$ cat src/design/tga_byte_stream_decoder_unit_assert.svh
`ifndef TGA_BYTE_STREAM_DECODER_UNIT_ASSERT_SVH
`define TGA_BYTE_STREAM_DECODER_UNIT_ASSERT_SVH

// Both macros sample on clk_i and are disabled while rst_ni is low.
`define TGADEC_ASSERT(name, prop, msg) \
  name: assert property (@(posedge clk_i) disable iff (!rst_ni) (prop)) else $error(msg);

`define TGADEC_ASSERT_NEXT(name, pre, post, msg) \
  name: assert property (@(posedge clk_i) disable iff (!rst_ni) (pre) |=> (post)) \
    else $error(msg);

`endif

$ cat src/design/tgadec_pkg.sv
package tgadec_pkg;

  localparam int unsigned PaletteEntriesDef = 256;
  localparam int unsigned LenW = 9;

  localparam logic [31:0] OpaqueBlack = 32'hFF00_0000;

  typedef enum logic [1:0] {
    KIND_PIXEL   = 2'd0,
    KIND_PALETTE = 2'd1,
    KIND_ERROR   = 2'd2,
    KIND_INFO    = 2'd3
  } kind_e;

  typedef enum logic [2:0] {
    ERR_IMG_TYPE    = 3'd0,
    ERR_MAP_ORIGIN  = 3'd1,
    ERR_MAP_DEPTH   = 3'd2,
    ERR_PIXEL_DEPTH = 3'd3,
    ERR_MAP_LENGTH  = 3'd4
  } err_e;

  typedef struct packed {
    kind_e       kind;
    logic [15:0] column;
    logic [15:0] row;
    logic [31:0] value;
    logic [15:0] width;
    logic [15:0] height;
    logic [5:0]  bpp;
    err_e        err;
    logic        last;
    logic        pal_read;
    logic        pal_hit;
  } result_t;

endpackage

$ cat src/design/tgadec_out.sv
`include "tga_byte_stream_decoder_unit_assert.svh"

module tgadec_out (
  input  logic                clk_i,
  input  logic                rst_ni,
  input  logic                accept_i,
  input  logic                res_valid_i,
  input  tgadec_pkg::result_t res_i,
  input  logic [31:0]         rdata_i,
  input  logic                out_ready_i,
  output logic                in_ready_o,
  output logic                out_valid_o,
  output tgadec_pkg::result_t out_res_o
);

  logic                s1_valid_q, s1_valid_d;
  tgadec_pkg::result_t s1_q, s1_d;
  logic                s2_valid_q, s2_valid_d;
  tgadec_pkg::result_t s2_q, s2_d;
  logic                adv;
  logic                load;

  assign adv        = s1_valid_q && (!s2_valid_q || out_ready_i);
  assign in_ready_o = !s1_valid_q || adv;
  assign load       = accept_i && res_valid_i;

  always_comb begin
    s1_valid_d = s1_valid_q;
    s1_d       = s1_q;
    s2_valid_d = s2_valid_q;
    s2_d       = s2_q;
    if (adv) begin
      s1_valid_d = 1'b0;
      s2_valid_d = 1'b1;
      s2_d       = s1_q;
      if (s1_q.pal_read) begin
        s2_d.value = s1_q.pal_hit ? rdata_i : tgadec_pkg::OpaqueBlack;
      end
    end else if (out_ready_i) begin
      s2_valid_d = 1'b0;
    end
    if (load) begin
      s1_valid_d = 1'b1;
      s1_d       = res_i;
    end
  end

  always_ff @(posedge clk_i or negedge rst_ni) begin
    if (!rst_ni) begin
      s1_valid_q <= 1'b0;
      s2_valid_q <= 1'b0;
    end else begin
      s1_valid_q <= s1_valid_d;
      s2_valid_q <= s2_valid_d;
    end
  end

  always_ff @(posedge clk_i) begin
    s1_q <= s1_d;
    s2_q <= s2_d;
  end

  assign out_valid_o = s2_valid_q;
  assign out_res_o   = s2_q;

  `TGADEC_ASSERT_NEXT(a_s1_moves, s1_valid_q && (!s2_valid_q || out_ready_i), s2_valid_q, "read stage item failed to reach the output register")
  `TGADEC_ASSERT_NEXT(a_s1_holds, s1_valid_q && s2_valid_q && !out_ready_i, s1_valid_q && $stable(s1_q), "stalled read stage item changed")

endmodule

$ cat config.mk
export PLATFORM = sky130hd
export DESIGN_NAME = tgadec_out
export DESIGN_NICKNAME = d
export VERILOG_FILES = /design/src/design/tgadec_pkg.sv /design/src/design/tgadec_out.sv
export VERILOG_INCLUDE_DIRS = /design/src /design/src/design
export SDC_FILE = /design/constraint.sdc
export NUM_CORES = 1
export LEC_CHECK = 0
export BUFFER_PORTS_ARGS = -buffer_cell sky130_fd_sc_hd__buf_2
export CAP_MARGIN = 20
export CORE_UTILIZATION = 45
export DETAILED_ROUTE_END_ITERATION = 6
export GPL_TIMING_DRIVEN = 0
export HOLD_SLACK_MARGIN = 0.1
export PLACE_DENSITY = 0.74
export SYNTH_ARGS = -nofsm -noshare
export SYNTH_HDL_FRONTEND = slang
export SYNTH_SLANG_ARGS = --single-unit
$ cat constraint.sdc
create_clock -name clk_i -period 4 [get_ports clk_i]
set_input_delay 0.2 -clock clk_i [delete_from_list [all_inputs] [get_ports clk_i]]
set_output_delay 0.2 -clock clk_i [all_outputs]
set_load 0.01 [all_outputs]
# --- Word-level counts from Yosys, hierarchy flattened ---
# Cells that the tools add are included.
word_totals:
  regBits: 222
  latchBits: 0
  ramBits: 0
  mem_bits_ro: 0
  out_inout_bits: 112
  n_memories: 0
op_classes:
  addsub: 0
  n_mul: 0
  div_mod_pow: 0
  n_lt_le_gt_ge: 0
  n_eq_ne: 0
  shift: 0
  mux: 6
  bitwise: 0
  reduce_logical: 8
op_table:
  columns: ["op", "n"]
  rows:
  - ["$mux W32", 2]
  - ["$mux W1", 4]
  - ["$reduce_bool A2 Y1", 2]
  - ["$logic_and A1 B1 Y1", 2]
  - ["$logic_not A1 Y1", 2]
  - ["$logic_or A1 B1 Y1", 2]

# --- Logic depth before layout (Yosys ltp) ---
logic_depth:
  ltp_word: 5
  depth_mapped: 4
  ltp_nobuf: 2

# --- Worst setup path after synthesis ---
# No wires, ideal clock.
synth_path:
  path_type: "register -> register"
  start: "reg s2_valid_q (netlist: out_valid_o)"
  end: "reg s2_q (netlist bit out_res_o[0]) (enable)"
  setup_time_ns: 0.481
  arrival_ns: 3.049
  required_time_ns: 3.519
  slack_ns: 0.470
  stages_incl_launch_ff: 3
  cell_sequence: "dfrtp_1 > nand2b_1 > and2_1"
synth_between:
  elab_chain_len: 3
synth_lines:
  columns: ["item", "line", "rtl"]
  rows:
  - ["start: declaration", "tgadec_out.sv:18", "logic s2_valid_q, s2_valid_d;"]
  - ["start signal: assignment", "tgadec_out.sv:54", "s2_valid_q <= s2_valid_d;"]
  - ["$logic_not A1 Y1", "tgadec_out.sv:23", "assign adv = s1_valid_q && (!s2_valid_q || out_ready_i);"]
  - ["$logic_or A1 B1 Y1", "tgadec_out.sv:23", null]
  - ["$logic_and A1 B1 Y1", "tgadec_out.sv:23", null]
  - ["net adv", "tgadec_out.sv:20", "logic adv;"]
  - ["end signal: assignment", "tgadec_out.sv:60", "s2_q <= s2_d;"]
  - ["end: declaration", "tgadec_out.sv:19", "tgadec_pkg::result_t s2_q, s2_d;"]
# The timed path passes the listed nets, and every way through them passes these cells.
# A chain may end at the register's enable or synchronous reset.

# --- Worst setup path after layout ---
layout_path:
  start: "reg s2_valid_q (netlist: out_valid_o)"
  end: "reg s2_q (netlist bit out_res_o[25]) (enable)"
# The elaborated chain is that of the path after synthesis.

==> results.txt <==
----------------------------------------------------
[Critical path]
  Delay of the slowest cell on the worst path ... slightly above 0.6 ns
  Kind of end point of the critical path ... register
  Critical Path RT ... 4.15 ns
  Worst Path Max Fanout ... 58
  Arrival time at the worst endpoint ... 2.03 ns
  Critical path launch point type ... register
  Cells along the critical path ... nand2b_1, and2_4, buf_16
  Cell family contributing the most delay on the critical path ... simple AND/OR/NAND/NOR gates
  CP max stage cell ... and2_4
  Bufs and invs on worst path ... 1
  Start-to-end type of the worst setup path ... reg2reg

[Floorplan]
  Num rows ... 45
  Core footprint ... 15260 um^2
  Vertical extent of the die ... roughly 130 um
  Count of pins on the block boundary ... around 260
  Floorplan die area ... 16160 um^2
  Starting Density ... between 40 and 50%
  Overall die width ... between 100 and 150 um

[Synthesis]
  Flip-flop and latch count after synthesis ... 222
  Largest family of logic cells by synthesized area ... compound AO/OA/AOI/OAI gates
  Share of the synthesized netlist area taken by xor and xnor gates ... 0%
  Net count of the mapped netlist ... roughly 420
  Share of Yosys cell area claimed by the top area cell type ... a little over nine tenths
  Netlist area before placement ... between 7000 and 8000 um^2
  Multiplexer area fraction after synthesis ... 0%
  Largest cells by area after synthesis ... edfxtp_1 94%, a22o_1 3.0%, o22a_1 0.87%
  Fraction of registers with async set or reset after synthesis ... 0.9009%
  Share of the yosys chip area belonging to registers ... 94.46%
  Post-synthesis share of cell area spent on and, or, nand and nor gates ... 0.7102%
  Post-synthesis compound-gate area fraction ... 3.942%
  Number of flops mapped to enable cells by yosys ... 220
  Largest area contributor in the netlist ... edfxtp_1
  Most numerous cell in the Yosys netlist ... edfxtp_1
  Post-synthesis area per instance ... about 26 um^2
  Gate count of the mapped netlist ... between 200 and 300
  Adder-cell area share of the yosys netlist ... 0%
  Predominant post-synthesis flop cell ... edfxtp_1
  Warnings, synthesis ... 0
  Top cells by count, synth ... 220 x edfxtp_1, 24 x a22o_1, 7 x o22a_1
  Synth unique cells ... 15

[Run status]
  Run status ... completed

[Timing]
  Number of setup violations in the final report ... 0
  Unrepaired setup endpoints after global routing ... no
  Worst setup slack after layout ... ~2.1 ns
  Clock Skews ... between 0.01 and 0.015 ns
  Highest attainable clock frequency ... between 0.5 and 0.6 GHz
  Period utilisation layout ... 46.98%
  Worst-Margin Slew ... ~0.73 ns
  Crit path time final ... approximately 1.9 ns
  Final Max Slew Viols ... 0
  Slew headroom ... 51.30%
  Worst hold margin ... about 0.41 ns
  Count of endpoints failing hold in the final timing report ... 0

[Route]
  Total via count after detailed routing ... 4307
  DR iter-0 viols ... around 170
  Average routed wire per standard cell ... between 15 and 20 um
  # DRC ... 0
  TritonRoute pass-1 iters ... 4
  Per-cell via count in the routed design ... ~4.6
  Post-detailed-route count of antenna-violating nets ... 0
  Total wirelength of the detailed-routed design ... around 16000 um

[Placed design]
  # placed instances ... roughly 740
  Weighted congestion reported at the end of routability-driven placement ... approximately 0.81
  Dpl hpwl ... slightly below 9000 um
  Pre-CTS WS ... 2.128 ns
  Port Buf Inserts ... between 200 and 300

[Layout]
  Share of cells above drive strength 1 ... around two fifths
  Number of antenna repair diodes ... 0
  Total Nets Final ... 852
  Non-Filler Instances ... between 900 and 1000
  Final design utilization ... a little under three quarters
  Layout overhead on the synthesized area ... 53.50%

[Clocking]
  Clock transition time at the flip-flop clock pins of the worst setup and hold paths ... roughly 0.060 ns
  CTS-repair resized insts ... 0
  CTS tree ... done
  Number of sinks on the clock net ... about 220
  Bufs on Longest Clock Path ... 3
  Later-pin clock latency in the skew report ... about 0.49 ns
  H-tree level count ... 1
  Number of clock buffers inserted by TritonCTS ... 23
  Clock Root Buffer ... clkbuf_16

[Power and ir drop]
  VDD IR max ... around 0.00045 V
  Power density over cell area ... 474.3 nW/um^2
  Leakage Power ... 4.247 nW

[Global routing]
  Total global routing track utilization ... between 10% and 20%
  Largest net degree at the start of global routing ... around 60
  Overall overflow remaining after global route ... 0
  Number of antenna violations at the first check in global routing ... 0
  Number of global-route vias before repair ... around 4600
  Global-route wire length before repair ... 23940 um

[Min path]
  Hold crit path type ... in2reg

[Flow run]
  Max cap viols ... 0

----------------------------------------------------
==> worst paths after layout <==
| kind | cells after the start | startpoint | to | slack [ns] |
|---|---|---|---|---|
| setup / recovery | 3 | out_valid_o | out_res_o[25] | 2.12 |
| setup reg to reg | 3 | out_valid_o | out_res_o[25] | 2.12 |
| hold / removal | 2 | res_i[82] | s1_q[82] | 0.41 |
| max in group asynchronous | 3 | rst_ni | s1_valid_q | 3.31 |
| hold reg to reg | 0 | s1_q[7] | out_res_o[7] | 0.41 |
| min in group asynchronous | 3 | rst_ni | out_valid_o | 0.57 |
==> registers in the layout (all words and copies together) (netlist names) <==
name         count
out_res_o      110
s1_q           110
out_valid_o      1
s1_valid_q       1
==> what timing repair did <==
action / in CTS / in global routing
hold buffers: 148 / 0
setup buffers: 0 / 0
endpoints found under the hold margin: 146 / 0
endpoints found under the setup margin: 0 / 0
==> cells in the final DEF (no fill, tap or decap) <==
cell and instances:
dlygate4sd3_1 148, buf_2 260, o22a_1 7, inv_4 1, clkinv_2 3, dfrtp_1 2
edfxtp_1 220, and2_4 2, a22o_1 24, clkbuf_1 5, buf_6 3, buf_4 1
nand2b_1 2, nand2_1 3, bufinv_16 1, buf_16 2, nor2_1 1, a31oi_1 1
inv_1 2, nand3b_1 1, clkbuf_16 23, clkinvlp_4 2, clkinv_1 5
==> routing by layer <==
metal | GRT usage [%] | part of all wire (%)
met2 | 36.36 | 54
met3 | 5.611 | 7.3
met1 | 21.67 | 36
met5 | 0 | 0
met4 | 6.863 | 3.1
==> cell type report <==
class	instances	area (um^2)
plain buffers	6	51.30
clock buffers	28	594.3
clock inverters	11	78.83
fillers	922	4442
inverters	3	13.76
multi-input cells	41	330.3
flip-flops and latches	222	6656
well taps	211	264.0
repair buffers	408	2828
==> metrics by stage <==
| step | power (W) | cell area (um^2) | TNS (ns) |
|---|---|---|---|
| floorplan | 0.002963 | 7047 | 0 |
| detailed placement | 0.003139 | 8662 | 0 |
| global route | 0.005312 | 10820 | 0 |
| global placement | 0.003131 | 8602 | -45.94 |
| CTS | 0.005158 | 10820 | 0 |
| finish | 0.005130 | 10820 | 0 |
==> kinds of logic (layout without fill, tap and decap cells) <==
family,Yosys count,count (layout)
AOI/OAI and AO/OA,32,32
buffers and inverters,9,456
and+or+nand+nor,9,9
DFF,222,222
==> where the power goes <==
part	leakage, nW	switching [W]	internal (W)
clock network	0.323	0.000801	0.00111
registers	2.09	0.0000437	0.00275
logic	1.84	0.000198	0.000227
==> worst reg2reg max path: cells and delay by family, from the launching register on <==
family	cells	cell delay, ns
flops	1	0.41
simple gates	2	0.73
buf+inv	1	0.35
(Power assumes the default switching activity.)
