$ cat src/design/tga_byte_stream_decoder_unit_assert.svh
`ifndef TGA_BYTE_STREAM_DECODER_UNIT_ASSERT_SVH
`define TGA_BYTE_STREAM_DECODER_UNIT_ASSERT_SVH

// Both macros sample on clk_i and are disabled while rst_ni is low.
`define TGADEC_ASSERT(name, prop, msg) \
  name: assert property (@(posedge clk_i) disable iff (!rst_ni) (prop)) else $error(msg);

`define TGADEC_ASSERT_NEXT(name, pre, post, msg) \
  name: assert property (@(posedge clk_i) disable iff (!rst_ni) (pre) |=> (post)) \
    else $error(msg);

`endif

$ cat src/design/tgadec_pkg.sv
package tgadec_pkg;

  localparam int unsigned PaletteEntriesDef = 256;
  localparam int unsigned LenW = 9;

  localparam logic [31:0] OpaqueBlack = 32'hFF00_0000;

  typedef enum logic [1:0] {
    KIND_PIXEL   = 2'd0,
    KIND_PALETTE = 2'd1,
    KIND_ERROR   = 2'd2,
    KIND_INFO    = 2'd3
  } kind_e;

  typedef enum logic [2:0] {
    ERR_IMG_TYPE    = 3'd0,
    ERR_MAP_ORIGIN  = 3'd1,
    ERR_MAP_DEPTH   = 3'd2,
    ERR_PIXEL_DEPTH = 3'd3,
    ERR_MAP_LENGTH  = 3'd4
  } err_e;

  typedef struct packed {
    kind_e       kind;
    logic [15:0] column;
    logic [15:0] row;
    logic [31:0] value;
    logic [15:0] width;
    logic [15:0] height;
    logic [5:0]  bpp;
    err_e        err;
    logic        last;
    logic        pal_read;
    logic        pal_hit;
  } result_t;

endpackage

$ cat src/design/tgadec_parser.sv
`include "tga_byte_stream_decoder_unit_assert.svh"

module tgadec_parser #(
  parameter int unsigned PALETTE_ENTRIES = tgadec_pkg::PaletteEntriesDef,
  localparam int unsigned AW = $clog2(PALETTE_ENTRIES)
) (
  input  logic                clk_i,
  input  logic                rst_ni,
  input  logic                accept_i,
  input  logic                func_i,
  input  logic [7:0]          data_byte_i,
  input  logic                first_byte_i,
  input  logic [7:0]          palette_index_i,
  output logic                res_valid_o,
  output tgadec_pkg::result_t res_o,
  output logic                ram_we_o,
  output logic [AW-1:0]       ram_waddr_o,
  output logic [31:0]         ram_wdata_o
);

  localparam int unsigned LenW = tgadec_pkg::LenW;
  localparam logic [LenW-1:0] PalLimit = LenW'(PALETTE_ENTRIES);

  localparam logic [4:0] HdrIdLen    = 5'd0;
  localparam logic [4:0] HdrMapType  = 5'd1;
  localparam logic [4:0] HdrImgType  = 5'd2;
  localparam logic [4:0] HdrOrgLo    = 5'd3;
  localparam logic [4:0] HdrOrgHi    = 5'd4;
  localparam logic [4:0] HdrLenLo    = 5'd5;
  localparam logic [4:0] HdrLenHi    = 5'd6;
  localparam logic [4:0] HdrMapDepth = 5'd7;
  localparam logic [4:0] HdrWidthLo  = 5'd12;
  localparam logic [4:0] HdrWidthHi  = 5'd13;
  localparam logic [4:0] HdrHeightLo = 5'd14;
  localparam logic [4:0] HdrHeightHi = 5'd15;
  localparam logic [4:0] HdrPxDepth  = 5'd16;
  localparam logic [4:0] HdrDesc     = 5'd17;

  localparam logic [7:0] ImgTypeMapped = 8'd1;
  localparam logic [7:0] ImgTypeTrue   = 8'd2;
  localparam logic [7:0] Depth24       = 8'd24;
  localparam logic [7:0] Depth32       = 8'd32;
  localparam logic [15:0] SmallMap     = 16'd16;

  typedef enum logic [5:0] {
    PH_IDLE    = 6'b000001,
    PH_HEADER  = 6'b000010,
    PH_IDSKIP  = 6'b000100,
    PH_PALETTE = 6'b001000,
    PH_PIXELS  = 6'b010000,
    PH_DONE    = 6'b100000
  } phase_e;

  function automatic phase_e start_phase(logic [15:0] w, logic [15:0] h);
    return ((w == '0) || (h == '0)) ? PH_DONE : PH_PIXELS;
  endfunction

  function automatic phase_e after_id_phase(logic has, logic [LenW-1:0] len,
                                            logic [15:0] w, logic [15:0] h);
    if (has && (len != '0)) begin
      return PH_PALETTE;
    end
    return start_phase(w, h);
  endfunction

  phase_e            phase_q, phase_d;
  logic [4:0]        header_count_q, header_count_d;
  logic [7:0]        id_skip_q, id_skip_d;
  logic              has_palette_q, has_palette_d;
  logic [LenW-1:0]   palette_length_q, palette_length_d;
  logic              pal_alpha_q, pal_alpha_d;
  logic              tc_alpha_q, tc_alpha_d;
  logic [63:0]       scratch_q, scratch_d;
  logic [15:0]       width_q, width_d;
  logic [15:0]       height_q, height_d;
  logic              top_down_q, top_down_d;
  logic [LenW-1:0]   entry_index_q, entry_index_d;
  logic [1:0]        bie_q, bie_d;
  logic [23:0]       partial_q, partial_d;
  logic [15:0]       column_q, column_d;
  logic [15:0]       row_q, row_d;

  logic [LenW-1:0]   loaded;
  logic [23:0]       partial_new;
  logic              alpha_sel;
  logic              complete;
  logic [7:0]        alpha_byte;
  logic              do_put;
  logic [31:0]       pix_val;
  logic              info_ok;
  logic [5:0]        info_bpp;

  logic [7:0]  hdr_map_type;
  logic [7:0]  hdr_img_type;
  logic [15:0] hdr_origin;
  logic [15:0] hdr_length;
  logic [7:0]  hdr_map_depth;
  logic [7:0]  hdr_px_depth;

  assign hdr_map_type  = scratch_q[7:0];
  assign hdr_img_type  = scratch_q[15:8];
  assign hdr_origin    = scratch_q[31:16];
  assign hdr_length    = scratch_q[47:32];
  assign hdr_map_depth = scratch_q[55:48];
  assign hdr_px_depth  = scratch_q[63:56];

  always_comb begin
    case (phase_q)
      PH_PALETTE: loaded = entry_index_q;
      PH_PIXELS,
      PH_DONE:    loaded = palette_length_q;
      default:    loaded = '0;
    endcase
  end

  always_comb begin
    phase_d          = phase_q;
    header_count_d   = header_count_q;
    id_skip_d        = id_skip_q;
    has_palette_d    = has_palette_q;
    palette_length_d = palette_length_q;
    pal_alpha_d      = pal_alpha_q;
    tc_alpha_d       = tc_alpha_q;
    scratch_d        = scratch_q;
    width_d          = width_q;
    height_d         = height_q;
    top_down_d       = top_down_q;
    entry_index_d    = entry_index_q;
    bie_d            = bie_q;
    partial_d        = partial_q;
    column_d         = column_q;
    row_d            = row_q;

    res_valid_o = 1'b0;
    res_o       = '0;
    ram_we_o    = 1'b0;
    ram_waddr_o = '0;
    ram_wdata_o = '0;
    partial_new = '0;
    alpha_sel   = 1'b0;
    complete    = 1'b0;
    alpha_byte  = 8'hFF;
    do_put      = 1'b0;
    pix_val     = '0;
    info_ok     = 1'b0;
    info_bpp    = '0;

    if (accept_i && func_i) begin
      res_valid_o    = 1'b1;
      res_o.kind     = tgadec_pkg::KIND_PALETTE;
      res_o.pal_read = 1'b1;
      res_o.pal_hit  = ({1'b0, palette_index_i} < loaded) &&
                       ({1'b0, palette_index_i} < PalLimit);
    end else if (accept_i) begin
      if (first_byte_i) begin
        phase_d          = PH_HEADER;
        header_count_d   = '0;
        id_skip_d        = '0;
        has_palette_d    = 1'b0;
        palette_length_d = '0;
        pal_alpha_d      = 1'b0;
        tc_alpha_d       = 1'b0;
        scratch_d        = '0;
        width_d          = '0;
        height_d         = '0;
        top_down_d       = 1'b0;
        entry_index_d    = '0;
        bie_d            = '0;
        partial_d        = '0;
        column_d         = '0;
        row_d            = '0;
      end

      alpha_sel   = (phase_d == PH_PALETTE) ? pal_alpha_d : tc_alpha_d;
      partial_new = partial_d;
      case (bie_d)
        2'd0:    partial_new[23:16] = data_byte_i;
        2'd1:    partial_new[15:8]  = data_byte_i;
        2'd2:    partial_new[7:0]   = data_byte_i;
        default: partial_new        = partial_d;
      endcase
      complete   = alpha_sel ? (bie_d == 2'd3) : (bie_d == 2'd2);
      alpha_byte = alpha_sel ? data_byte_i : 8'hFF;

      case (phase_d)
        PH_HEADER: begin
          header_count_d = header_count_d + 5'd1;
          case (header_count_q & {5{~first_byte_i}})
            HdrIdLen:    id_skip_d          = data_byte_i;
            HdrMapType:  scratch_d[7:0]     = data_byte_i;
            HdrImgType:  scratch_d[15:8]    = data_byte_i;
            HdrOrgLo:    scratch_d[23:16]   = data_byte_i;
            HdrOrgHi:    scratch_d[31:24]   = data_byte_i;
            HdrLenLo:    scratch_d[39:32]   = data_byte_i;
            HdrLenHi:    scratch_d[47:40]   = data_byte_i;
            HdrMapDepth: scratch_d[55:48]   = data_byte_i;
            HdrWidthLo:  width_d[7:0]       = data_byte_i;
            HdrWidthHi:  width_d[15:8]      = data_byte_i;
            HdrHeightLo: height_d[7:0]      = data_byte_i;
            HdrHeightHi: height_d[15:8]     = data_byte_i;
            HdrPxDepth:  scratch_d[63:56]   = data_byte_i;
            HdrDesc: begin
              top_down_d  = data_byte_i[5];
              phase_d     = PH_DONE;
              res_valid_o = 1'b1;
              res_o.kind  = tgadec_pkg::KIND_ERROR;
              if ((hdr_img_type != ImgTypeMapped) && (hdr_img_type != ImgTypeTrue)) begin
                res_o.err = tgadec_pkg::ERR_IMG_TYPE;
              end else if (hdr_map_type != '0) begin
                if (hdr_origin != '0) begin
                  res_o.err = tgadec_pkg::ERR_MAP_ORIGIN;
                end else if ((hdr_map_depth != Depth24) && (hdr_map_depth != Depth32)) begin
                  res_o.err = tgadec_pkg::ERR_MAP_DEPTH;
                end else if (hdr_length > 16'(PALETTE_ENTRIES)) begin
                  res_o.err = tgadec_pkg::ERR_MAP_LENGTH;
                end else begin
                  has_palette_d    = 1'b1;
                  palette_length_d = hdr_length[LenW-1:0];
                  pal_alpha_d      = (hdr_map_depth == Depth32);
                  info_bpp         = (hdr_length <= SmallMap) ? 6'd4 : 6'd8;
                  info_ok          = 1'b1;
                end
              end else if ((hdr_px_depth != Depth24) && (hdr_px_depth != Depth32)) begin
                res_o.err = tgadec_pkg::ERR_PIXEL_DEPTH;
              end else begin
                tc_alpha_d = (hdr_px_depth == Depth32);
                info_bpp   = 6'd32;
                info_ok    = 1'b1;
              end
              if (info_ok) begin
                res_o.kind   = tgadec_pkg::KIND_INFO;
                res_o.width  = width_d;
                res_o.height = height_d;
                res_o.bpp    = info_bpp;
                if (id_skip_d != '0) begin
                  phase_d = PH_IDSKIP;
                end else begin
                  phase_d = after_id_phase(has_palette_d, palette_length_d, width_d,
                                           height_d);
                end
              end
            end
            default: scratch_d = scratch_d;
          endcase
        end
        PH_IDSKIP: begin
          if (id_skip_d != '0) begin
            id_skip_d = id_skip_d - 8'd1;
          end
          if (id_skip_d == '0) begin
            phase_d = after_id_phase(has_palette_d, palette_length_d, width_d, height_d);
          end
        end
        PH_PALETTE: begin
          if (complete) begin
            ram_we_o      = (entry_index_d < PalLimit);
            ram_waddr_o   = entry_index_d[AW-1:0];
            ram_wdata_o   = {alpha_byte, partial_new};
            entry_index_d = entry_index_d + LenW'(1);
            bie_d         = '0;
            partial_d     = '0;
            if (entry_index_d >= palette_length_d) begin
              phase_d = start_phase(width_d, height_d);
            end
          end else begin
            bie_d     = bie_d + 2'd1;
            partial_d = partial_new;
          end
        end
        PH_PIXELS: begin
          if (has_palette_d) begin
            do_put  = 1'b1;
            pix_val = {24'd0, data_byte_i};
          end else if (complete) begin
            do_put    = 1'b1;
            pix_val   = {alpha_byte, partial_new};
            bie_d     = '0;
            partial_d = '0;
          end else begin
            bie_d     = bie_d + 2'd1;
            partial_d = partial_new;
          end
        end
        default: phase_d = phase_d;
      endcase

      if (do_put) begin
        res_valid_o  = 1'b1;
        res_o.kind   = tgadec_pkg::KIND_PIXEL;
        res_o.column = column_d;
        res_o.row    = top_down_d ? row_d : (height_d - 16'd1 - row_d);
        res_o.value  = pix_val;
        if (({1'b0, column_d} + 17'd1) >= {1'b0, width_d}) begin
          column_d = '0;
          if (({1'b0, row_d} + 17'd1) >= {1'b0, height_d}) begin
            res_o.last = 1'b1;
            phase_d    = PH_DONE;
          end else begin
            row_d = row_d + 16'd1;
          end
        end else begin
          column_d = column_d + 16'd1;
        end
      end
    end
  end

  always_ff @(posedge clk_i or negedge rst_ni) begin
    if (!rst_ni) begin
      phase_q          <= PH_IDLE;
      header_count_q   <= '0;
      id_skip_q        <= '0;
      has_palette_q    <= 1'b0;
      palette_length_q <= '0;
      pal_alpha_q      <= 1'b0;
      tc_alpha_q       <= 1'b0;
      scratch_q        <= '0;
      width_q          <= '0;
      height_q         <= '0;
      top_down_q       <= 1'b0;
      entry_index_q    <= '0;
      bie_q            <= '0;
      partial_q        <= '0;
      column_q         <= '0;
      row_q            <= '0;
    end else begin
      phase_q          <= phase_d;
      header_count_q   <= header_count_d;
      id_skip_q        <= id_skip_d;
      has_palette_q    <= has_palette_d;
      palette_length_q <= palette_length_d;
      pal_alpha_q      <= pal_alpha_d;
      tc_alpha_q       <= tc_alpha_d;
      scratch_q        <= scratch_d;
      width_q          <= width_d;
      height_q         <= height_d;
      top_down_q       <= top_down_d;
      entry_index_q    <= entry_index_d;
      bie_q            <= bie_d;
      partial_q        <= partial_d;
      column_q         <= column_d;
      row_q            <= row_d;
    end
  end

  `TGADEC_ASSERT(a_pal_fill_bound, (phase_q != PH_PALETTE) || (entry_index_q < palette_length_q), "palette fill ran past its length")
  `TGADEC_ASSERT(a_pixels_nonempty, (phase_q != PH_PIXELS) || ((width_q != '0) && (height_q != '0)), "pixel phase entered for an empty image")
  `TGADEC_ASSERT(a_idskip_nonzero, (phase_q != PH_IDSKIP) || (id_skip_q != '0), "ID skip phase with nothing left to skip")

endmodule

$ cat config.mk
export PLATFORM = sky130hd
export DESIGN_NAME = tgadec_parser
export DESIGN_NICKNAME = d
export VERILOG_FILES = /design/src/design/tgadec_pkg.sv /design/src/design/tgadec_parser.sv
export VERILOG_INCLUDE_DIRS = /design/src /design/src/design
export SDC_FILE = /design/constraint.sdc
export NUM_CORES = 1
export LEC_CHECK = 0
export BUFFER_PORTS_ARGS = -buffer_cell sky130_fd_sc_hd__clkbuf_2
export CAP_MARGIN = 10
export CORE_ASPECT_RATIO = 0.7
export CORE_UTILIZATION = 45
export DETAILED_ROUTE_END_ITERATION = 12
export GPL_ROUTABILITY_DRIVEN = 0
export PLACE_DENSITY = 0.77
export SYNTH_ARGS = -nofsm -noshare
export SYNTH_HDL_FRONTEND = slang
export SYNTH_SLANG_ARGS = --single-unit
$ cat constraint.sdc
create_clock -name clk_i -period 7.1 [get_ports clk_i]
set_clock_uncertainty 0.15 [all_clocks]
set_input_delay 1.42 -clock clk_i [delete_from_list [all_inputs] [get_ports clk_i]]
set_output_delay 1.42 -clock clk_i [all_outputs]
set_load 0.03 [all_outputs]
# After elaboration in Yosys (flattened, before gate mapping)
# Index checks and enable logic that the tools add are counted.
# word_totals
word_cells	303
in_bits	21
output_inout_bits	152
regBits	195
# op_classes
n_eq_ne	31
mux	217
n_reduce_logical	19
bitwise	3
add_sub_neg	10
magnitude_cmp	7
# op_table
cell	count
2-to-1 mux 16 bit	24
2-to-1 mux 8 bit	28
2-to-1 mux 32 bit	6
2-to-1 mux 9 bit	19
2-to-1 mux 64 bit	2
2-to-1 mux 24 bit	5
2-to-1 mux 6 bit	20
2-to-1 mux 108 bit	1
2-to-1 mux 106 bit	1
2-to-1 mux 41 bit	2
2-to-1 mux 1 bit	79
2-to-1 mux 66 bit	1
one-hot mux 24 bit (2 select lines)	1
2-to-1 mux 38 bit	1
adder 16 x 1 -> 17 bit, second input constant	2
greater-or-equal comparator 17 x 16 -> 1 bit	2
adder 16 x 1 -> 16 bit, second input constant	2
zero test 16 bit	2
== test 5 x 3 -> 1 bit, second input constant	4
== test 5 x 4 -> 1 bit, second input constant	4
2-to-1 mux 2 bit	10
2-to-1 mux 5 bit	4
one-hot mux 6 bit (3 select lines)	1
one-hot mux 9 bit (2 select lines)	1
other kinds (42)	65

# Depth between registers and ports, before layout
# Gate-level depths: netlist of run 1.
# depth
word_depth	29
depth_mapped	25
depth_no_buf	20

# Worst setup path after synthesis of run 1
# No wires, ideal clock.
# synth_path
kind	input to output
startpoint	input first_byte_i
endpoint	output res_o[91] (netlist name)
n_path_buf	6
cell_stages	21
arrival_ns	6.271
setup_slack_ns	-0.741
required_time_ns	5.530
cell_sequence	buf_2 > inv_1 > clkbuf_1 > clkbuf_1 > buf_1 > clkbuf_1 > nand2_1 > ha_1 > nand2_1 > or2_1 > clkbuf_1 > mux2_2 > ha_1 > o21ai_0 > or3_1 > o211ai_1 > a41o_1 > nand2_1 > mux2i_1 > nor3_1 > mux2i_1
# synth_rtl
item	line_no	text
start: declaration	tgadec_parser.sv:12	input logic first_byte_i,
end: declaration	tgadec_parser.sv:15	output tgadec_pkg::result_t res_o,

==> results of run 1 <==
[stage by stage]
step	power, W	utilization, %	instance area, um^2
global placement	0.00174	50.7	14800
detailed placement	0.00175	50.7	14800
global route	0.00292	52.9	15400
floorplan	0.00158	-	13500
CTS	0.00280	52.9	15400
finish	0.00282	52.9	15400
[metal layers]
metal | routed length [um] | GRT usage, % | vias up
li1 | - | - | 6022
met1 | 19300 | 42.1 | 6487
met2 | 19100 | 42.8 | 792
met3 | 4920 | 6.65 | 97
met4 | 1230 | 9.78 | 0
met5 | 0 | 0 | -
[layout by cell type, fill, tap and decap left out, drive strengths merged, types with 5 or more instances in the layout]
master,count
xnor2,37
nand2,152
buf,40
a22oi,36
and3,41
clkbuf,187
nor3b,20
ha,78
nand2b,9
o211ai,11
o31ai,5
mux2i,7
a22o,127
and2,44
nor4,22
or3,8
or4,8
a21o,16
mux2,9
a31oi,16
a32oi,5
a31o,6
nor2b,36
a211oi,14
nor2,177
dfrtp,194
o21a,7
nor3,37
or2,5
nand3,31
inv,56
xor2,14
o21ai,98
a21oi,87
nand4,15
[worst min-delay path, stage by stage (launching register included)]
cell and delay [ns]:
dfrtp_1 0.35, nand2_1 0.05, o21ai_0 0.06
[flip-flops by register name, indices dropped and copies added, names as in the netlist, 2 cells and up]
signal,count
bie_q,2
column_q,16
entry_index_q,9
header_count_q,5
height_q,16
id_skip_q,8
palette_length_q,9
partial_q,24
phase_q,6
row_q,16
scratch_q,64
width_q,16
[final cells by class]
cell class,count,area (um^2)
repair buffers,208,1160
multi-input cells,1238,8080
clock inverters,11,178
inverters,54,203
flip-flops and latches,195,4880
well taps,378,473
fillers,2682,13700
clock buffers,19,453
[kinds of logic after synthesis]
logic type	Yosys count
AO/OA/AOI/OAI	468
XOR/XNOR	51
adder cells (fa/ha/maj)	79
buffers and inverters	146
flip-flops	195
multiplexers	16
other	1
AND/OR/NAND/NOR	621
[cell usage after synthesis (10+ instances only)]
library cell  number  area, um^2
dfrtp_1          194        4850
nor2_1           176         661
nand2_1          152         571
a22o_1           127        1110
a21oi_1           86         430
o21ai_0           79         395
ha_1              78         976
clkbuf_1          66         248
inv_1             53         199
and2_1            43         269
and3_1            41         257
xnor2_1           37         324
a22oi_1           36         270
nor2b_1           35         219
nor3_1            35         175
nand3_1           31         155
nor4_1            22         138
nor3b_1           20         150
o21ai_1           18        90.1
a21o_1            16         120
a31oi_1           16         100
nand4_1           14        87.6
xor2_1            14         123
a211oi_1          12        90.1
buf_1             12        45.0
o211ai_1          10        75.1
[worst paths after layout]
check | startpoint | to | slack [ns] | cells past startpoint
hold reg to reg | top_down_q$_DFFE_PN0P_ | top_down_q$_DFFE_PN0P_ | 0.33 | 2
setup / recovery | first_byte_i | res_o[91] | 0.22 | 21
max in group asynchronous | rst_ni | scratch_q[56]$_DFFE_PN0P_ | 4.72 | 2
min in group asynchronous | rst_ni | entry_index_q[4]$_DFFE_PN0P_ | 0.76 | 1
setup reg to reg | phase_q[3]$_DFFE_PN0P_ | row_q[1]$_DFFE_PN0P_ | 1.76 | 17
hold / removal | top_down_q$_DFFE_PN0P_ | top_down_q$_DFFE_PN0P_ | 0.33 | 2
[report_power, final]
part | switching, W | leakage (nW) | total (W) | internal (W)
Sequential | 0.0000572 | 2.68 | 0.00122 | 0.00116
Clock | 0.000453 | 0.303 | 0.00106 | 0.000608
Combinational | 0.000358 | 4.28 | 0.000538 | 0.000180
Total | 0.000869 | 7.26 | 0.00282 | 0.00195
[repair_timing]
action,in CTS,in global routing
setup buffers,0,0
endpoints found under the setup margin,0,2
hold buffers,0,0
gates resized for setup,0,5
==> results.ini, run 1 <==
[status]
status=complete, no violations

[logic_synthesis]
synth_area_um2=13500
synth_compound_area_share_pct=24.5
synth-edff-count=0
synth_top_family_by_area=compound AO/OA/AOI/OAI gates
synth_cells=1577
synth.distinct_cells=89
avgSynthCellArea_um2=8.55
synth-adder-area-share_pct=7.39
ys_seq_area_share_pct=36.2
ys_warn_count=0
synth.area.mux_share_pct=1.27
ys.flop_type=dfrtp_1
ys_seq_elements=195
yosys.area_share.simple_pct=23.0
synth_xor_area_share_pct=3.31
ys_async_sr_fraction_pct=100

[worst_setup_path]
cp-end-kind=output pin
crit_fanout=9
worstPathRequired_ns=5.53
cp_cell_sequence=buf_4, inv_2, nand2_1, inv_1, ha_1, inv_1, nor2_1, ha_2, o21ai_2, a31oi_2, inv_1, ha_1, nand2_1, or3_1, o211ai_1, a41o_1, nand2_1, mux2i_1, nor3_2, mux2i_4, clkbuf_2
cp-start-kind=input port
arrival_ns=5.31
crit_slowest_cell=ha_1
crit_buf_inv=6
path_delay_family=compound AO/OA/AOI/OAI gates
critical_path_class=input port to output pin
slowest_delay_ns=0.36

[sta]
fin_tns_setup_ns=0
holdWs_ns=0.332
tightest_slew_ns=1.10
drv_slew=0
period_share_pct=96.9
final.min_clock_period_ns=6.88
setup_viol=0
fin_ws_ns=0.223
finalHoldViolCount=0
relSlewSlack_pct=26.2
timing.fmax_ghz=0.145

[global_route]
grt_pass1_vias=12594
grt_pass1_wl_mm=70.1
grt-ovfl-total=0
grt.total_usage_pct=29.1
antenna_found_initial=2
grt_max_degree=100

[placement]
place_hpwl_mm=31.7
dpl.cell_count=2073
io_buffers=169
post-place-ws_ns=0.141

[floorplan]
coreArea_um2=29100
die_w_um=209
die_area_um2=30700
initial_core_util_pct=46.2
rows=52
die_h_um=147
ioPinCount=173

[worst_hold_path]
hold_path_class=flop to flop

[routing]
num_vias=13398
viasPerCell=6.37
dr.pass1.iters=6
routedWlPerCell_um=21.2
ant_nets=0
drtIter0Drc=1410
drc=0
wirelength_mm=44.6

[clock_tree]
clk_latency_ns=0.46
cts-root-buf=clkbuf_16
cts_made_buffers=17
clkTransAtPathRegs_ns=0.07
clk_path_buf_depth=2
htree_num_levels=4
cts.sinks=195
cts_tree=built

[final_layout]
fin_nets=1814
diodes=0
post_route_cells_drive_above_1_share_pct=16.5
final_cells=2103
area_growth_pct=14.5

[flow_run]
cap_violations=0

[pwr]
p_leak_nw=7.26
vdd_drop_max_v=0.000167
power_density_nw_per_um2=182

(Power assumes the default switching activity.)
==> inputs of run 2 (changes only) <==
--- a/config.mk
+++ b/config.mk
@@ -12,7 +12,8 @@
 export CORE_UTILIZATION = 45
 export DETAILED_ROUTE_END_ITERATION = 12
 export GPL_ROUTABILITY_DRIVEN = 0
-export PLACE_DENSITY = 0.77
+export PLACE_DENSITY = 0.67
+export SETUP_SLACK_MARGIN = 0.5
 export SYNTH_ARGS = -nofsm -noshare
 export SYNTH_HDL_FRONTEND = slang
 export SYNTH_SLANG_ARGS = --single-unit
==> results.ini, run 2 (synthesized netlist as in run 1, its figures left out) <==
[routing]
ant_nets=0
viasPerCell=6.28
wirelength_mm=45.9
drc=0
drtIter0Drc=1363
routedWlPerCell_um=21.7
num_vias=13296
dr.pass1.iters=6

[sta]
fin_tns_setup_ns=0
period_share_pct=92.4
timing.fmax_ghz=0.152
rsz0062_at_grt=yes
final.min_clock_period_ns=6.56
tightest_slew_ns=1.22
holdWs_ns=0.339
finalHoldViolCount=0
drv_slew=0
setup_viol=0
relSlewSlack_pct=18.2

[pwr]
vdd_drop_max_v=0.000159
p_leak_nw=7.35
power_frac_comb_pct=20.2
swShare_pct=33.5
seqPwrFrac_pct=43.8
power.switching_w=0.000934
intPower_w=0.00185
power_frac_clock_pct=36.0
power_density_nw_per_um2=177

[final_layout]
area_growth_pct=17.0
layout_commonest_cell=dfrtp_1
largest_register=scratch_q
final_cell_mix=dfrtp_1 (194), nor2_1 (170), clkbuf_2 (166), nand2_1 (148), a22o_1 (127)
fin_nets=1827
post_route_cells_drive_above_1_share_pct=19.2
top_regs=scratch_q x64, partial_q x24
largest_reg_flops=64
diodes=0
fill_cells=2688
design_area_um2=15800

[clock_tree]
clkTransAtPathRegs_ns=0.07
cts_tree=built
htree_num_levels=4
clk_path_buf_depth=2
cts-root-buf=clkbuf_16
cts_made_buffers=17
cts.sinks=195
clk_latency_ns=0.46

[placement]
dpl_cell_area_um2=15000
place_hpwl_mm=32.6
io_buffers=169

[worst_setup_path]
arrival_ns=4.99
worstPathRequired_ns=5.53
cp-start-kind=input port
crit_fanout=78
cp-end-kind=output pin
critical_path_class=input port to output pin

[global_route]
grt_max_degree=79
antenna_found_initial=0
grt_pass1_wl_mm=71.8
grt-ovfl-total=0
grt.total_usage_pct=30.1
grt_pass1_vias=12271

[floorplan]
die_w_um=209
die_h_um=147
rows=52
ioPinCount=173
coreArea_um2=29100
initial_core_util_pct=46.2
die_area_um2=30700

[flow_run]
cap_violations=0

[worst_hold_path]
hold_path_class=flop to flop

[status]
status=complete, no violations

## run 2: what timing repair did
action                                  in CTS  in global routing
gates resized for setup                     11                 15
hold buffers                                 0                  0
endpoints found under the hold margin        0                  0
pin swaps                                    5                  6
endpoints found under the setup margin       7                  3
setup buffers                                2                 12
## run 2: cell type report
type | instances | area (um^2) | share of cell area [%]
multi-input cells | 1238 | 8340 | 52.9
flip-flops and latches | 195 | 4880 | 30.9
repair buffers | 221 | 1270 | 8.07
well taps | 378 | 473 | 3.00
clock buffers | 17 | 425 | 2.70
inverters | 54 | 220 | 1.40
clock inverters | 15 | 163 | 1.03
## run 2: worst max-delay path, stage by stage
cell,delay (ns)
buf_8,0.14
buf_12,0.22
nand2b_4,0.23
inv_1,0.09
ha_4,0.16
and3_4,0.20
nand3_1,0.14
nor3b_2,0.26
and4b_1,0.28
xnor2_1,0.18
ha_1,0.32
a21oi_1,0.22
o41ai_2,0.11
a21o_1,0.20
a41oi_2,0.14
buf_4,0.18
nand2_1,0.07
and3_4,0.17
clkbuf_2,0.18
## run 2: routing by layer
metal  GRT usage, %  vias to the layer above  routed length, um  part of all wire [%]
li1               -                     6043                  -                     -
met4           8.90                        0               1010                   2.2
met3           7.18                       75               4600                    10
met1           45.1                     6496              21300                    46
met5              0                        -                  0                     0
met2           42.5                      682              19000                    41
## run 2: worst paths after layout
path | slack (ns) | endpoint | cells after the start | start
min in group asynchronous | 0.82 | partial_q[12]$_DFFE_PN0P_ | 1 | rst_ni
worst max-delay path | 0.54 | res_o[2] | 19 | first_byte_i
worst min register to register | 0.34 | top_down_q$_DFFE_PN0P_ | 2 | top_down_q$_DFFE_PN0P_
max in group asynchronous | 4.59 | column_q[6]$_DFFE_PN0P_ | 2 | rst_ni
worst min-delay path | 0.34 | top_down_q$_DFFE_PN0P_ | 2 | top_down_q$_DFFE_PN0P_
worst max register to register | 1.95 | row_q[15]$_DFFE_PN0P_ | 17 | phase_q[3]$_DFFE_PN0P_
## run 2: power groups by stage
stage          sequential (W)  clock [W]  combinational, W
2_1_floorplan         0.00121          0          0.000392
3_3_place_gp          0.00124          0          0.000530
3_5_place_dp          0.00124          0          0.000539
4_1_cts               0.00122    0.00101          0.000545
5_1_grt               0.00123    0.00105          0.000616
6_report              0.00122    0.00100          0.000563
## run 2: through the flow
step | total power [W] | cells | setup WS (ns) | util [%]
6_report | 0.00279 | 2118 | 0.542 | 54.1
5_1_grt | 0.00290 | 2118 | 0.405 | 54.1
4_1_cts | 0.00277 | 2106 | 0.525 | 53.6
3_5_place_dp | 0.00178 | 2072 | 0.114 | 51.4
3_3_place_gp | 0.00177 | 2072 | 0.222 | 51.4
2_1_floorplan | 0.00160 | 1579 | 0.502 | -
==> inputs of run 3 (changes only) <==
--- a/config.mk
+++ b/config.mk
@@ -13,6 +13,7 @@
 export DETAILED_ROUTE_END_ITERATION = 12
 export GPL_ROUTABILITY_DRIVEN = 0
 export PLACE_DENSITY = 0.67
+export RECOVER_POWER = 100
 export SETUP_SLACK_MARGIN = 0.5
 export SYNTH_ARGS = -nofsm -noshare
 export SYNTH_HDL_FRONTEND = slang
==> results.ini, run 3 (synthesized netlist as in run 1, its figures left out) <==
[status]
status=complete, but fails checks
violations=max-capacitance violations, max-slew violations

[global_route]
grt_max_degree=79
grt-ovfl-total=0
grt_pass1_vias=12271
antenna_found_initial=0
grt_pass1_wl_mm=71.8
grt.total_usage_pct=30.1

[final_layout]
fill_cells=2766
largest_reg_flops=64
fin_nets=1827
area_growth_pct=15.2
multi_input_area_um2=8280
final_cells=2118
final_cell_mix=dfrtp_1 (194), nor2_1 (172), nand2_1 (149), a22o_1 (127), clkbuf_1 (116)
seqCellArea_um2=4880
post_route_cells_drive_above_1_share_pct=11.7
top_regs=scratch_q x64, partial_q x24
final_core_util_pct=53.3
diodes=0
largest_register=scratch_q
layout_commonest_cell=dfrtp_1

[routing]
drc=0
ant_nets=0
wirelength_mm=45.9
routedWlPerCell_um=21.7
num_vias=13208
viasPerCell=6.24
drtIter0Drc=1286
dr.pass1.iters=6

[worst_hold_path]
hold_path_class=flop to flop

[sta]
timing.fmax_ghz=0.149
holdWs_ns=0.345
fin_tns_setup_ns=0
finalHoldViolCount=0
final.min_clock_period_ns=6.69
period_share_pct=94.2
rsz0062_at_grt=yes
setup_viol=0
tightest_slew_ns=3.90
relSlewSlack_pct=-160
drv_slew=139

[floorplan]
die_h_um=147
initial_core_util_pct=46.2
die_area_um2=30700
die_w_um=209
coreArea_um2=29100
rows=52
ioPinCount=173

[worst_setup_path]
cp_cell_sequence=buf_8, buf_12, and3b_1, nand2_1, nor3_4, nand3_1, or2_0, or3_1, a21oi_2, ha_1, nand3_1, nor3_1, a221oi_1, o2111ai_4, and3_4, clkbuf_2
worstPathRequired_ns=5.53
path_delay_family=simple AND/OR/NAND/NOR gates
arrival_ns=5.12
cp-end-kind=output pin
crit_slowest_cell=a221oi_1
critical_path_class=input port to output pin
cpMostUsedCell=nand3_1
cp-start-kind=input port
crit_fanout=78
crit_buf_inv=3
slowest_delay_ns=0.39

[placement]
io_buffers=169
dpl.cell_count=2072
place_hpwl_mm=32.6

[flow_run]
cap_violations=3

[clock_tree]
cts_tree=built
cts.sinks=195
htree_num_levels=4
clk_path_buf_depth=2
clk_latency_ns=0.45
clkTransAtPathRegs_ns=0.07
cts-root-buf=clkbuf_16
cts_hold_buf=0
cts_made_buffers=17

[pwr]
power_density_nw_per_um2=179
power.total_w=0.00277
vdd_drop_max_v=0.000160
p_leak_nw=6.89

==> run 3: area by class of cell <==
class                           count  share of cell area (%)
Multi-Input combinational cell   1238                    53.3
Inverter                           54                    1.42
Sequential cell                   195                    31.4
Clock buffer                       17                    2.74
Clock inverter                     15                    1.05
Tap cell                          378                    3.05
Timing Repair Buffer              221                    7.02
==> run 3: final timing paths <==
check                                            start                        end  slack, ns  cells past startpoint
worst max-delay path                      first_byte_i                   res_o[2]       0.41                     16
worst min-delay path            top_down_q$_DFFE_PN0P_     top_down_q$_DFFE_PN0P_       0.34                      2
worst max register to register  phase_q[3]$_DFFE_PN0P_       row_q[9]$_DFFE_PN0P_       1.08                     16
worst min register to register  top_down_q$_DFFE_PN0P_     top_down_q$_DFFE_PN0P_       0.34                      2
max in group asynchronous                       rst_ni     phase_q[4]$_DFFE_PN0P_       1.73                      2
min in group asynchronous                       rst_ni  partial_q[12]$_DFFE_PN0P_       2.17                      1
==> run 3: what timing repair did <==
action,CTS,global route
resized for setup,11,15
buffers inserted,2,12
setup endpoints to repair,7,3
endpoints found under the hold margin,0,0
pin swaps,5,6
==> run 3: worst register-to-register path, stage by stage, from the launching register on <==
cell      delay (ns)
dfrtp_1         0.44
nor4b_2         0.44
a21oi_1         0.19
a21oi_1         0.38
nand2_1         0.19
nor2_1          0.22
clkbuf_1        0.55
a21oi_1         0.21
ha_1            0.36
nand3_1         0.10
o41ai_1         0.42
a21o_1          0.19
a41oi_1         0.04
buf_4           0.20
a211oi_1        1.36
a41oi_1         0.23
a211oi_1        0.26
==> run 3: layer usage <==
metal	part of all wire, %	vias to the layer above	track usage, %	routed length (um)
met3	10	64	7.18	4590
met4	2.0	0	8.90	923
met2	42	643	42.5	19200
li1	-	6060	-	-
met5	0	-	0	0
met1	46	6441	45.1	21200
==> run 3: metrics by stage <==
stage / cell area (um^2) / worst slack, ns
2_1_floorplan: 13800 / 0.502
3_3_place_gp: 15000 / 0.222
3_5_place_dp: 15000 / 0.114
4_1_cts: 15600 / 0.525
5_1_grt: 15500 / 0.234
6_report: 15500 / 0.411
==> run 3: where the power goes <==
part | leakage [nW] | switching [W] | total (W) | internal (W)
clock network | 0.288 | 0.000498 | 0.000999 | 0.000502
logic | 3.92 | 0.000368 | 0.000555 | 0.000186
registers | 2.68 | 0.0000620 | 0.00122 | 0.00116
total | 6.89 | 0.000928 | 0.00277 | 0.00185
